**src/rtl/text_content_classifier_assert.svh**
```systemverilog
// assertion macros for the text content classifier
// expects clk and rst_n in the scope of each use
`ifndef TEXT_CONTENT_CLASSIFIER_ASSERT_SVH
`define TEXT_CONTENT_CLASSIFIER_ASSERT_SVH

// same-cycle implication
`define TCC_ASSERT_IMPL(label, ante, cons) \
    label: assert property (@(posedge clk) disable iff (!rst_n) (ante) |-> (cons)) \
        else $error("tcc check failed");

// next-cycle implication
`define TCC_ASSERT_NEXT(label, ante, cons) \
    label: assert property (@(posedge clk) disable iff (!rst_n) (ante) |=> (cons)) \
        else $error("tcc check failed");

`endif

```
**src/rtl/tcc_pkg.sv**
```systemverilog
// shared types, character constants and the per-position judge function
// no dependencies
package tcc_pkg;

    localparam int WIN_DEPTH   = 6;
    localparam int LOOK        = WIN_DEPTH - 1;
    localparam int LINE_PERIOD = 22;

    localparam logic [7:0] CH_BEL    = 8'h07;
    localparam logic [7:0] CH_CR     = 8'h0D;
    localparam logic [7:0] CH_NL     = 8'h0A;
    localparam logic [7:0] CH_SPACE  = 8'h20;
    localparam logic [7:0] CH_TILDE  = 8'h7E;
    localparam logic [7:0] CH_BANG   = 8'h21;
    localparam logic [7:0] CH_HASH   = 8'h23;
    localparam logic [7:0] CH_PCT    = 8'h25;
    localparam logic [7:0] CH_DOT    = 8'h2E;
    localparam logic [7:0] CH_COLON  = 8'h3A;
    localparam logic [7:0] CH_SEMI   = 8'h3B;
    localparam logic [7:0] CH_LBRACE = 8'h7B;
    localparam logic [7:0] CH_RBRACE = 8'h7D;
    localparam logic [7:0] CH_G      = 8'h67;
    localparam logic [7:0] CH_L      = 8'h6C;
    localparam logic [7:0] CH_O      = 8'h6F;
    localparam logic [7:0] CH_B      = 8'h62;

    typedef enum logic [2:0] {
        KIND_BINARY   = 3'd0,
        KIND_ASM      = 3'd1,
        KIND_NROFF    = 3'd2,
        KIND_COMMANDS = 3'd3,
        KIND_YACC     = 3'd4,
        KIND_XMAIL    = 3'd5,
        KIND_C        = 3'd6,
        KIND_TEXT     = 3'd7
    } kind_t;

    typedef struct packed {
        logic       at_line_start;
        logic       saw_sharp_or_semi;
        logic       saw_brace;
        logic       xmail_flag;
        logic       early_valid;
        kind_t      early_kind;
        logic [7:0] prev_byte;
        logic       prev_valid;
        logic [4:0] line_phase;
    } tcc_scan_t;

    typedef struct packed {
        logic       valid;
        logic [7:0] data_byte;
        logic       final_req;
    } tcc_item_t;

    localparam tcc_scan_t SCAN_RESET = '{
        at_line_start:     1'b1,
        saw_sharp_or_semi: 1'b0,
        saw_brace:         1'b0,
        xmail_flag:        1'b0,
        early_valid:       1'b0,
        early_kind:        KIND_BINARY,
        prev_byte:         8'd0,
        prev_valid:        1'b0,
        line_phase:        5'd0
    };

    function automatic logic tcc_is_binary(input logic [7:0] c);
        return (c < CH_BEL) || ((c > CH_CR) && (c < CH_SPACE)) || (c > CH_TILDE);
    endfunction

    // judge one window position; ahead holds the following bytes, ahead_ok marks real ones
    function automatic tcc_scan_t tcc_judge(
        input tcc_scan_t             s,
        input logic [7:0]            c,
        input logic [LOOK-1:0][7:0]  ahead,
        input logic [LOOK-1:0]       ahead_ok
    );
        tcc_scan_t r;
        logic      done;
        logic      globl;
        logic      pct_next;
        logic      last_phase;
        r          = s;
        done       = s.early_valid;
        globl      = (c == CH_DOT) && (&ahead_ok)
                     && (ahead[0] == CH_G) && (ahead[1] == CH_L) && (ahead[2] == CH_O)
                     && (ahead[3] == CH_B) && (ahead[4] == CH_L);
        pct_next   = ahead_ok[0] && ((ahead[0] == CH_PCT) || (ahead[0] == CH_LBRACE)
                     || (ahead[0] == CH_RBRACE));
        last_phase = (s.line_phase == 5'(LINE_PERIOD - 1));
        if (!done && globl)
        begin
            r.early_valid = 1'b1;
            r.early_kind  = KIND_ASM;
            done          = 1'b1;
        end
        if (!done && s.at_line_start)
        begin
            if (c == CH_DOT)
            begin
                r.early_valid = 1'b1;
                r.early_kind  = KIND_NROFF;
                done          = 1'b1;
            end
            else if (c == CH_COLON)
            begin
                r.early_valid = 1'b1;
                r.early_kind  = KIND_COMMANDS;
                done          = 1'b1;
            end
            else if (c == CH_HASH)
            begin
                r.saw_sharp_or_semi = 1'b1;
            end
            else if ((c == CH_PCT) && pct_next)
            begin
                r.early_valid = 1'b1;
                r.early_kind  = KIND_YACC;
                done          = 1'b1;
            end
        end
        if (!done)
        begin
            if ((c == CH_LBRACE) || (c == CH_RBRACE))
            begin
                r.saw_brace = 1'b1;
            end
            if (c == CH_NL)
            begin
                r.at_line_start = 1'b1;
                if (s.prev_valid && (s.prev_byte == CH_SEMI))
                begin
                    r.saw_sharp_or_semi = 1'b1;
                end
                if (last_phase)
                begin
                    if (s.prev_valid && ((s.prev_byte == CH_SPACE) || (s.prev_byte == CH_BANG)))
                    begin
                        r.xmail_flag = 1'b1;
                    end
                end
                else
                begin
                    r.xmail_flag = 1'b0;
                end
            end
            else
            begin
                r.at_line_start = 1'b0;
            end
            r.prev_byte  = c;
            r.prev_valid = 1'b1;
            r.line_phase = last_phase ? 5'd0 : 5'(s.line_phase + 5'd1);
        end
        return r;
    endfunction

endpackage

```
**src/rtl/tcc_byte_if.sv**
```systemverilog
// input channel: one file byte per transfer with an end-of-file mark
// no dependencies
interface tcc_byte_if;
    logic       valid;
    logic       ready;
    logic [7:0] data_byte;
    logic       final_req;

    modport source (output valid, output data_byte, output final_req, input ready);
    modport sink   (input valid, input data_byte, input final_req, output ready);
endinterface

```
**src/rtl/tcc_kind_if.sv**
```systemverilog
// output channel: one class code per transfer
// no dependencies
interface tcc_kind_if;
    logic       valid;
    logic       ready;
    logic [2:0] kind;

    modport source (output valid, output kind, input ready);
    modport sink   (input valid, input kind, output ready);
endinterface

```
**src/rtl/tcc_in_stage.sv**
```systemverilog
// input register stage between the byte channel and the classifier core
// depends on tcc_pkg and tcc_byte_if
module tcc_in_stage (
    input  logic                clk,
    input  logic                rst_n,
    tcc_byte_if.sink            byte_in,
    input  logic                take,
    output tcc_pkg::tcc_item_t  item
);
    import tcc_pkg::*;

    logic       valid_reg;
    logic       valid_next;
    logic [7:0] data_reg;
    logic       final_reg;
    logic       load;

    assign byte_in.ready = !valid_reg || take;
    assign load          = byte_in.valid && byte_in.ready;

    always_comb
    begin
        valid_next = valid_reg;
        if (load)
        begin
            valid_next = 1'b1;
        end
        else if (take)
        begin
            valid_next = 1'b0;
        end
    end

    always_ff @(posedge clk or negedge rst_n)
    begin
        if (!rst_n)
        begin
            valid_reg <= 1'b0;
        end
        else
        begin
            valid_reg <= valid_next;
        end
    end

    always_ff @(posedge clk)
    begin
        if (load)
        begin
            data_reg  <= byte_in.data_byte;
            final_reg <= byte_in.final_req;
        end
    end

    assign item = '{valid: valid_reg, data_byte: data_reg, final_req: final_reg};
endmodule

```
**src/rtl/tcc_core.sv**
```systemverilog
// classifier state, lookahead window, end-of-file drain and result register
// depends on tcc_pkg, tcc_kind_if and text_content_classifier_assert.svh
`include "text_content_classifier_assert.svh"
module tcc_core #(
    parameter int MAX_BYTES = 512
) (
    input  logic                clk,
    input  logic                rst_n,
    input  tcc_pkg::tcc_item_t  item,
    output logic                take,
    tcc_kind_if.source          kind_out
);
    import tcc_pkg::*;

    localparam int CW = $clog2(MAX_BYTES + 1);

    tcc_scan_t                   scan_reg;
    tcc_scan_t                   scan_next;
    logic                        binary_reg;
    logic                        binary_next;
    logic [LOOK-1:0][7:0]        win_reg;
    logic [LOOK-1:0][7:0]        win_next;
    logic [2:0]                  fill_reg;
    logic [2:0]                  fill_next;
    logic [CW-1:0]               count_reg;
    logic [CW-1:0]               count_next;
    logic                        out_valid_reg;
    logic                        out_valid_next;
    kind_t                       kind_reg;
    kind_t                       kind_next;

    logic                        fire;
    logic                        counting;
    logic [2:0]                  n;
    logic [WIN_DEPTH-1:0][7:0]   ext;
    logic [WIN_DEPTH-1:0]        do_judge;
    logic [WIN_DEPTH-1:0][LOOK-1:0][7:0] ahead;
    logic [WIN_DEPTH-1:0][LOOK-1:0]      ahead_ok;
    tcc_scan_t                   chain [WIN_DEPTH+1];

    assign fire     = item.valid && (!item.final_req || !out_valid_reg || kind_out.ready);
    assign take     = fire;
    assign counting = (count_reg < CW'(MAX_BYTES));
    assign n        = 3'(fill_reg + {2'd0, counting});

    // window view with the new byte appended
    always_comb
    begin
        for (int k = 0; k < LOOK; k++)
        begin
            ext[k] = win_reg[k];
        end
        ext[LOOK] = 8'd0;
        if (counting)
        begin
            ext[fill_reg] = item.data_byte;
        end
    end

    // lookahead per position, bytes past the end never match
    always_comb
    begin
        for (int j = 0; j < WIN_DEPTH; j++)
        begin
            do_judge[j] = (j < int'(n))
                          && (item.final_req || ((j == 0) && (int'(n) == WIN_DEPTH)));
            for (int k = 0; k < LOOK; k++)
            begin
                ahead[j][k]    = (j + 1 + k < WIN_DEPTH) ? ext[(j + 1 + k) % WIN_DEPTH] : 8'd0;
                ahead_ok[j][k] = (j + 1 + k) < int'(n);
            end
        end
    end

    always_comb
    begin
        chain[0] = scan_reg;
        for (int j = 0; j < WIN_DEPTH; j++)
        begin
            chain[j+1] = do_judge[j] ? tcc_judge(chain[j], ext[j], ahead[j], ahead_ok[j])
                                     : chain[j];
        end
    end

    assign binary_next = binary_reg || (counting && tcc_is_binary(item.data_byte));

    always_comb
    begin
        if (binary_next)
        begin
            kind_next = KIND_BINARY;
        end
        else if (chain[WIN_DEPTH].early_valid)
        begin
            kind_next = chain[WIN_DEPTH].early_kind;
        end
        else if (chain[WIN_DEPTH].xmail_flag)
        begin
            kind_next = KIND_XMAIL;
        end
        else if (chain[WIN_DEPTH].saw_sharp_or_semi && chain[WIN_DEPTH].saw_brace)
        begin
            kind_next = KIND_C;
        end
        else
        begin
            kind_next = KIND_TEXT;
        end
    end

    always_comb
    begin
        scan_next  = scan_reg;
        fill_next  = fill_reg;
        count_next = count_reg;
        win_next   = win_reg;
        if (fire)
        begin
            if (item.final_req)
            begin
                scan_next  = SCAN_RESET;
                fill_next  = 3'd0;
                count_next = '0;
            end
            else
            begin
                scan_next  = chain[WIN_DEPTH];
                count_next = CW'(count_reg + {{(CW-1){1'b0}}, counting});
                for (int k = 0; k < LOOK; k++)
                begin
                    win_next[k] = (int'(n) == WIN_DEPTH) ? ext[k+1] : ext[k];
                end
                fill_next = (int'(n) == WIN_DEPTH) ? 3'(LOOK) : n;
            end
        end
    end

    always_comb
    begin
        out_valid_next = out_valid_reg;
        if (fire && item.final_req)
        begin
            out_valid_next = 1'b1;
        end
        else if (kind_out.ready)
        begin
            out_valid_next = 1'b0;
        end
    end

    always_ff @(posedge clk or negedge rst_n)
    begin
        if (!rst_n)
        begin
            scan_reg      <= SCAN_RESET;
            binary_reg    <= 1'b0;
            fill_reg      <= 3'd0;
            count_reg     <= '0;
            out_valid_reg <= 1'b0;
        end
        else
        begin
            scan_reg      <= scan_next;
            binary_reg    <= fire ? (binary_next && !item.final_req) : binary_reg;
            fill_reg      <= fill_next;
            count_reg     <= count_next;
            out_valid_reg <= out_valid_next;
        end
    end

    always_ff @(posedge clk)
    begin
        win_reg <= win_next;
        if (fire && item.final_req)
        begin
            kind_reg <= kind_next;
        end
    end

    assign kind_out.valid = out_valid_reg;
    assign kind_out.kind  = kind_reg;

    `TCC_ASSERT_IMPL(a_fill_bound, 1'b1, fill_reg <= 3'(LOOK))
    `TCC_ASSERT_IMPL(a_count_bound, 1'b1, count_reg <= CW'(MAX_BYTES))
    `TCC_ASSERT_IMPL(a_phase_bound, 1'b1, scan_reg.line_phase <= 5'(LINE_PERIOD - 1))
    `TCC_ASSERT_NEXT(a_final_clears, fire && item.final_req,
        (fill_reg == 3'd0) && (count_reg == '0) && !binary_reg && scan_reg.at_line_start)
    `TCC_ASSERT_IMPL(a_result_cause, $rose(out_valid_reg), $past(fire && item.final_req))
endmodule

```
**src/rtl/text_content_classifier.sv**
```systemverilog
// result: the final byte passes the input register stage, then the class code is registered in the result register
// throughput: one byte per cycle; a final byte waits only while an earlier code is untaken
// each byte is judged against a five-byte lookahead window, drained at end of file
// reset: asynchronous, active low; empties the window, clears flags and byte count, no result pending
// state returns to reset values after each final byte
module text_content_classifier #(
    parameter int MAX_BYTES = 512
) (
    input  logic        clk,
    input  logic        rst_n,
    tcc_byte_if.sink    byte_in,
    tcc_kind_if.source  kind_out
);
    import tcc_pkg::*;

    tcc_item_t item;
    logic      take;

    tcc_in_stage u_in_stage (
        .clk     (clk),
        .rst_n   (rst_n),
        .byte_in (byte_in),
        .take    (take),
        .item    (item)
    );

    tcc_core #(
        .MAX_BYTES (MAX_BYTES)
    ) u_core (
        .clk      (clk),
        .rst_n    (rst_n),
        .item     (item),
        .take     (take),
        .kind_out (kind_out)
    );
endmodule

```
**src/flat_wrapper.sv**
```systemverilog
// flat-port wrapper written by rule: the top's interface ports become plain ports
module text_content_classifier_flat import tcc_pkg::*;
#(
    parameter int MAX_BYTES = 512
)
  (clk, rst_n, byte_in_valid, byte_in_data_byte, byte_in_final_req, byte_in_ready, kind_out_valid, kind_out_kind, kind_out_ready);
  tcc_byte_if byte_in_i ();
  tcc_kind_if kind_out_i ();
  input  logic clk;
  input  logic rst_n;
  input wire logic [$bits(byte_in_i.valid)-1:0] byte_in_valid;
  input wire logic [$bits(byte_in_i.data_byte)-1:0] byte_in_data_byte;
  input wire logic [$bits(byte_in_i.final_req)-1:0] byte_in_final_req;
  output wire logic [$bits(byte_in_i.ready)-1:0] byte_in_ready;
  output wire logic [$bits(kind_out_i.valid)-1:0] kind_out_valid;
  output wire logic [$bits(kind_out_i.kind)-1:0] kind_out_kind;
  input wire logic [$bits(kind_out_i.ready)-1:0] kind_out_ready;
  assign byte_in_i.valid = byte_in_valid;
  assign byte_in_i.data_byte = byte_in_data_byte;
  assign byte_in_i.final_req = byte_in_final_req;
  assign byte_in_ready = byte_in_i.ready;
  assign kind_out_valid = kind_out_i.valid;
  assign kind_out_kind = kind_out_i.kind;
  assign kind_out_i.ready = kind_out_ready;
  text_content_classifier #(.MAX_BYTES(MAX_BYTES)) u_core (.clk(clk), .rst_n(rst_n), .byte_in(byte_in_i), .kind_out(kind_out_i));
endmodule
```
**config.mk**
```make
export PLATFORM = sky130hd
export DESIGN_NAME = text_content_classifier_flat
export DESIGN_NICKNAME = d
export VERILOG_FILES = /design/src/rtl/tcc_pkg.sv /design/src/rtl/tcc_byte_if.sv /design/src/rtl/tcc_kind_if.sv /design/src/rtl/tcc_in_stage.sv /design/src/rtl/tcc_core.sv /design/src/rtl/text_content_classifier.sv /design/src/flat_wrapper.sv
export VERILOG_INCLUDE_DIRS = /design/src /design/src/rtl
export SDC_FILE = /design/constraint.sdc
export NUM_CORES = 1
export LEC_CHECK = 0
export CAP_MARGIN = 15
export CORE_MARGIN = 4
export CORE_UTILIZATION = 50
export CTS_BUF_LIST = sky130_fd_sc_hd__clkbuf_2 sky130_fd_sc_hd__clkbuf_4 sky130_fd_sc_hd__clkbuf_8
export DETAILED_ROUTE_END_ITERATION = 7
export DONT_BUFFER_PORTS = 1
export MAX_ROUTING_LAYER = met4
export PLACE_DENSITY = 0.61
export SLEW_MARGIN = 15
export SYNTH_ARGS = -nofsm -noshare
export SYNTH_HDL_FRONTEND = slang
export SYNTH_SLANG_ARGS = --single-unit
```
**constraint.sdc**
```tcl
create_clock -name clk -period 10.2 [get_ports clk]
set_input_delay 1.02 -clock clk [delete_from_list [all_inputs] [get_ports clk]]
set_output_delay 1.02 -clock clk [all_outputs]
set_load 0.02 [all_outputs]
```
# Word level (Yosys, flattened, before mapping)
# Cells that the tools add are included.
# Widths: inputs -> output; s select.
op_classes:
  order_cmp: 13
  bitwise: 1
  eq_ne: 72
  mux: 168
  add_sub_neg: 8
  reduce_logical: 92
ops:
  columns: ["operator", "n"]
  rows:
  - ["$eq 8x6->1 const B", 42]
  - ["$mux 22", 7]
  - ["$mux 4", 35]
  - ["$eq 8x7->1 const B", 17]
  - ["$mux 1", 100]
  - ["$mux 14", 6]
  - ["$logic_and 1x1->1", 49]
  - ["$bwmux 48", 1]
  - ["$eq 8x4->1 const B", 6]
  - ["$mux 48", 1]
  - ["$mux 8", 6]
  - ["$add 5x1->5 const B", 6]
  - ["$eq 5x5->1 const B", 6]
  - ["$mux 5", 6]
  - ["$logic_or 1x1->1", 29]
  - ["$demux 8 s3", 1]
  - ["$add 10x1->10", 1]
  - ["$logic_not 1->1", 10]
  - ["$lt 10x10->1 const B", 1]
  - ["$mux 10", 1]
  - ["$mux 3", 3]
  - ["$gt 8x4->1 const B", 1]
  - ["$gt 8x7->1 const B", 1]
  - ["$lt 8x3->1 const B", 1]
  - ["13 further kinds", 17]
word_totals:
  ff_bits: 90
  elab_cells: 376
  inputBits: 13
  out_inout_bits: 5

# Longest topological paths before layout
depth:
  word_depth: 66
  depth_mapped: 36
  mapped_depth_nobuf: 33

# Modules after synthesis
# From an unflattened synthesis, not the netlist that was laid out.
hier_totals:
  cells_unflattened: 1108
  hier_area_um2: 8962.3
by_module_without_submodules:
  columns: ["module", "cells_per_inst", "seq_area_each_um2", "area_per_inst_um2", "instances"]
  rows:
  - ["tcc_core", 1093, 2218.4, 8623.3, 1]
  - ["tcc_in_stage", 15, 295.3, 339.1, 1]

# Worst setup path after synthesis
# Ideal clock, no wire load.
synth_path:
  path_type: "flip-flop to flip-flop"
  start: "reg u_core.u_core.count_reg[9]"
  end: "reg u_core.u_core.kind_reg[0], in the netlist u_core.u_core.kind_out.kind[0] (data pin)"
  arrival_ns: 6.582
  t_required_ns: 9.939
  setup_ns: 0.261
  synth_period_minus_slack_ns: 6.843
  path_slack_ns: 3.357
  n_path_buf: 5
  stages_incl_launch_ff: 37
  cell_sequence: "dfrtp_1 buf_2 inv_1 ha_1 clkbuf_1 o21a_1 o32ai_1 or2_2 clkbuf_1 or4_1 buf_2 clkbuf_1 a21boi_0 ha_1 inv_1 a2111oi_4 nand2_1 a31oi_1 ha_1 nand3_1 nand2_1 o21ai_0 inv_1 ha_1 inv_1 a2111oi_4 o21ai_0 o21ai_0 ha_1 nand2_1 nor4_2 nand2b_1 mux2i_1 ha_1 o2111ai_1 a41oi_1 o311a_1"
synth_between:
  elab_chain_cells: 63
  word_cells_on_any_way: 297
  cone_classes: "add/sub: 5; order compare: 7; eq/ne: 68; mux: 146; reduce/logical: 71"
synth_lines:
  columns: ["item", "line_no", "rtl"]
  rows:
  - ["start: declaration", "tcc_core.sv:25", "logic [CW-1:0] count_reg;"]
  - ["start signal: assignment", "tcc_core.sv:166", "count_reg <= count_next;"]
  - ["$lt 10x10->1 *", "tcc_core.sv:43", "assign counting = (count_reg < CW'(MAX_BYTES));"]
  - ["$add 3x1->3", "tcc_core.sv:44", "assign n = 3'(fill_reg + {2'd0, counting});"]
  - ["$lt 1x3->1 (tied with other cells)", "tcc_core.sv:65, tcc_core.sv:70", null]
  - ["$reduce_and 5->1", "tcc_pkg.sv:86", "globl = (c == CH_DOT) && (&ahead_ok)"]
  - ["$logic_and 1x1->1", "tcc_pkg.sv:86", null]
  - ["$logic_and 1x1->1 (3 in series)", "tcc_pkg.sv:87", "&& (ahead[0] == CH_G) && (ahead[1] == CH_L) && (ahead[2] == CH_O)"]
  - ["$logic_and 1x1->1 (2 in series)", "tcc_pkg.sv:88", "&& (ahead[3] == CH_B) && (ahead[4] == CH_L);"]
  - ["$logic_and 1x1->1", "tcc_pkg.sv:92", "if (!done && globl)"]
  - ["(+44 left out)", null, null]
  - ["$mux 1", "tcc_pkg.sv:132", "if (s.prev_valid && (s.prev_byte == CH_SEMI))"]
  - ["$mux 1", "tcc_pkg.sv:129", "if (c == CH_NL)"]
  - ["$mux 4", "tcc_pkg.sv:123", "if (!done)"]
  - ["$mux 22", "tcc_core.sv:80", "chain[j+1] = do_judge[j] ? tcc_judge(chain[j], ext[j], ahead[j], ahead_ok[j])"]
  - ["$logic_and 1x1->1", "tcc_core.sv:101", "else if (chain[WIN_DEPTH].saw_sharp_or_semi && chain[WIN_DEPTH].saw_brace)"]
  - ["$mux 1", "tcc_core.sv:101", null]
  - ["$mux 2", "tcc_core.sv:97", "else if (chain[WIN_DEPTH].xmail_flag)"]
  - ["$mux 3", "tcc_core.sv:93", "else if (chain[WIN_DEPTH].early_valid)"]
  - ["end signal: assignment", "tcc_core.sv:176", "kind_reg <= kind_next;"]
  - ["end: declaration", "tcc_core.sv:29", "kind_t kind_reg;"]
# Mark *: on every way between the ends. The rest lies on a longest branch, timed or not.
# A chain may end at the register's enable or synchronous reset.

# Final worst setup path
layout_path:
  start: "reg u_core.u_core.fill_reg[0]"
  end: "reg u_core.u_core.kind_reg[0], in the netlist u_core.u_core.kind_out.kind[0] (data pin)"
layout_between:
  elab_chain_cells: 66
  word_cells_on_any_way: 300
  cone_classes: "add/sub: 5; order compare: 8; eq/ne: 68; mux: 149; reduce/logical: 70"
layout_lines:
  columns: ["item", "line_no", "rtl"]
  rows:
  - ["start: declaration", "tcc_core.sv:23", "logic [2:0] fill_reg;"]
  - ["start signal: assignment", "tcc_core.sv:165", "fill_reg <= fill_next;"]
  - ["$lt 3x4->1 (implied by the code) or $ge 3x1->1 (tied branches)", "tcc_core.sv:56", "ext[fill_reg] = item.data_byte;"]
  - ["$logic_and 1x1->1 (implied by the code)", "tcc_core.sv:56", null]
  - ["$mux 8 (implied by the code)", "tcc_core.sv:56", null]
  - ["$demux 8 s3", "tcc_core.sv:56", null]
  - ["$bwmux 48", "tcc_core.sv:56", null]
  - ["$mux 48", "tcc_core.sv:54", "if (counting)"]
  - ["$eq 8x6->1", "tcc_pkg.sv:86, tcc_pkg.sv:100", null]
  - ["$logic_and 1x1->1", "tcc_pkg.sv:86", null]
  - ["(+50 left out)", null, null]
  - ["$mux 1", "tcc_pkg.sv:132", null]
  - ["$mux 1", "tcc_pkg.sv:129", null]
  - ["$mux 4", "tcc_pkg.sv:123", null]
  - ["$mux 22 *", "tcc_core.sv:80", null]
  - ["$logic_and 1x1->1", "tcc_core.sv:101", null]
  - ["$mux 1", "tcc_core.sv:101", null]
  - ["$mux 2", "tcc_core.sv:97", null]
  - ["$mux 3 *", "tcc_core.sv:93", null]
# Marks and branches as above.

==> results.sh <==
export IMPL_io_buffers=0
export IMPL_syn_num_nets=1095
export IMPL_nFillCells=1592
export IMPL_syn_cell_area_um2=8540
export IMPL_drv_cap=0
export IMPL_drv_slew=0
export IMPL_post_dp_cell_area_um2=8740
export IMPL_cpMostUsedCell="ha_1"
export IMPL_synth_edff_count=52
export IMPL_layout_drive_gt1_share=0.0952
export IMPL_power_switching_mw=0.913
export IMPL_antenna_found_initial=0
export IMPL_swShare=0.493
export IMPL_grtUsageTotal=0.315
export IMPL_largest_register_ffs=40
export IMPL_cts_buffer_depth=2
export IMPL_power_density_nw_per_um2=208
export IMPL_synth_area_leader_cell="edfxtp_1"
export IMPL_worst_r2r_path_depth=31
export IMPL_clkTransAtPathRegs_ps=110
export IMPL_die_h_um=139
export IMPL_ant_nets=0
export IMPL_instances_no_fill=1260
export IMPL_gp_congestion=1.05
export IMPL_post_cts_buffers=0
export IMPL_max_slew_margin=0.305
export IMPL_finalSetupViolations=0
export IMPL_cp_data_required_time_ps=10370
export IMPL_multi_input_area_um2=5710
export IMPL_tightestPinTransition_ps=1040
export IMPL_grt_ovfl_total=0
export IMPL_pwr_share_seq=0.296
export IMPL_clock_sinks=90
export IMPL_yosys_most_used_dff="edfxtp_1"
export IMPL_drt_iter0_markers=1072
export IMPL_post_cts_resized=0
export IMPL_dr_pass1_iters=5
export IMPL_hold_path_class="input pin to async pin"
export IMPL_viasPerCell=6.78
export IMPL_ys_async_sr_fraction=0.422
export IMPL_num_vias=8549
export IMPL_avgSynthCellArea_um2=8.00
export IMPL_max_stage_delay_ps=660
export IMPL_crit_type="flop to flop"
export IMPL_die_area_um2=19200
export IMPL_design_area_um2=8930
export IMPL_period_minus_slack_ps=8370
export IMPL_dp_hpwl_um=22200
export IMPL_ys_top_cells_by_area="edfxtp_1, dfrtp_1, mux2i_1, nand2_1, a21oi_1"
export IMPL_r2r_end="u_core.u_core.kind_out.kind[0]"
export IMPL_yosys_warnings=0
export IMPL_ys_seq_elements=90
export IMPL_drcViolationCount=0
export IMPL_fin_util=0.537
export IMPL_end_kind="flop"
export IMPL_ff2ff_setup_slack_ps=1830
export IMPL_skew_ps=18.1
export IMPL_crit_slowest_cell="or4b_4"
export IMPL_comb_power_share=0.567
export IMPL_crit_arrival_ps=8550
export IMPL_root_buffer="clkbuf_8"
export IMPL_final_common_cell="nand2_1"
export IMPL_fp_dieW_um=139
export IMPL_cp_max_fo=18
export IMPL_p_int_mw=0.940
export IMPL_syn_to_final_growth_pct=4.65
export IMPL_vdd_drop_max_mv=0.103
export IMPL_p_leak_nw=3.41
export IMPL_yosysTopAreaCellShare=0.183
export IMPL_dp_cells=1244
export IMPL_rr_startpoint="u_core.u_core.fill_reg[0]"
export IMPL_worst_setup_path_start_kind="flop"
export IMPL_cts_tree="yes"
export IMPL_seq_area_frac_synth=0.294
export IMPL_htreeDepth=3
export IMPL_hold_violations=0
export IMPL_clkPwrFrac=0.138
export IMPL_rsz0062_at_grt="false"
export IMPL_grt_pass1_vias=7888
export IMPL_coreArea_um2=16600
export IMPL_hold_slack_ps=299
export IMPL_wl_per_cell_um=23.7
export IMPL_start_util=0.513
export IMPL_core_rowCount=47
export IMPL_final_seq_area_um2=2510
export IMPL_synthCells=1067
export IMPL_drt_total_wl_um=29900
export IMPL_fmax_mhz=119
export IMPL_cts_hold_buf=0
export IMPL_ioPinCount=18
export IMPL_ys_types=88
export IMPL_cts_made_buffers=9
export IMPL_tns_ps=0
export IMPL_status="finished clean"
export IMPL_fin_nets=1063
export IMPL_grt_start_max_net_pins=53
export IMPL_num_antenna_cells=0
export IMPL_fin_crit_sh=0.821
export IMPL_insertion_delay_ps=410
export IMPL_grt_pass1_wl_um=46500
export IMPL_mostFrequentLayoutCells="nand2_1, nor2_1, a21oi_1"
## how the worst max path moves through the flow
stage | startpoint | end | slack, ps | cells after the start
floorplan | u_core.u_core.count_reg[9] | u_core.u_core.kind_out.kind[0] | 3360 | 36
global placement | u_core.u_core.fill_reg[0] | u_core.u_core.kind_out.kind[0] | 2130 | 31
detailed placement | u_core.u_core.fill_reg[0] | u_core.u_core.kind_out.kind[0] | 1860 | 31
CTS | u_core.u_core.fill_reg[0] | u_core.u_core.kind_out.kind[0] | 1860 | 31
global route | u_core.u_core.count_reg[9] | u_core.u_core.kind_out.kind[0] | 1050 | 31
finish | u_core.u_core.fill_reg[0] | u_core.u_core.kind_out.kind[0] | 1830 | 31
## cells by family after synthesis
group	after synthesis	share of synthesized area
AO/OA/AOI/OAI	293	0.232
XOR/XNOR	22	0.0226
adder cells (fa/ha/maj)	15	0.0220
buffers and inverters	86	0.0396
flip-flops	90	0.294
multiplexers	75	0.0912
AND/OR/NAND/NOR	486	0.298
## layer usage
| layer | GRT usage | wire (µm) | vias to the layer above |
|---|---|---|---|
| li1 | - | - | 3951 |
| met1 | 0.445 | 13100 | 4020 |
| met2 | 0.447 | 12700 | 474 |
| met3 | 0.0531 | 2720 | 104 |
| met4 | 0.129 | 1350 | 0 |
| met5 | - | 0 | - |
## synthesized netlist by cell type, types with 13 or more instances
cell	instances
nand3_1	31
o22ai_1	17
mux2_2	18
ha_1	15
edfxtp_1	52
nor3_1	40
nand4_1	15
a21oi_1	81
dfrtp_1	37
and2_1	16
nand2_1	145
nor4_1	16
mux2i_1	56
o21ai_0	56
clkbuf_1	54
inv_1	21
and3_1	13
nor2_1	102
## worst max-delay path: cells and delay by family, from the launching register on
family / cells / cell delay (ps)
muxes: 2 / 330
adders and majority gates: 5 / 1130
AOI/OAI and AO/OA: 10 / 2440
and+or+nand+nor: 11 / 3360
buffers and inverters: 3 / 240
DFF: 1 / 640
## layout make-up
cell class,count,area share
clock inverter,7,0.00756
tap,220,0.0308
timing repair buffer,22,0.0185
inverter,21,0.00882
sequential,90,0.281
multi-input combinational,891,0.639
clock buffer,9,0.0139
## per-stage QoR
stage          power [mW]  setup slack [ps]
2_1_floorplan        1.30              3360
3_3_place_gp         1.56              2130
3_5_place_dp         1.57              1860
4_1_cts              1.82              1860
5_1_grt              1.98              1050
6_report             1.85              1830
## power by group through the flow
stage / clock network, mW / registers [mW] / logic, mW
CTS: 0.259 / 0.544 / 1.02
floorplan: 0 / 0.512 / 0.792
detailed placement: 0 / 0.551 / 1.02
global placement: 0 / 0.551 / 1.01
global route: 0.274 / 0.556 / 1.15
finish: 0.255 / 0.548 / 1.05
(Power assumes the default switching activity.)
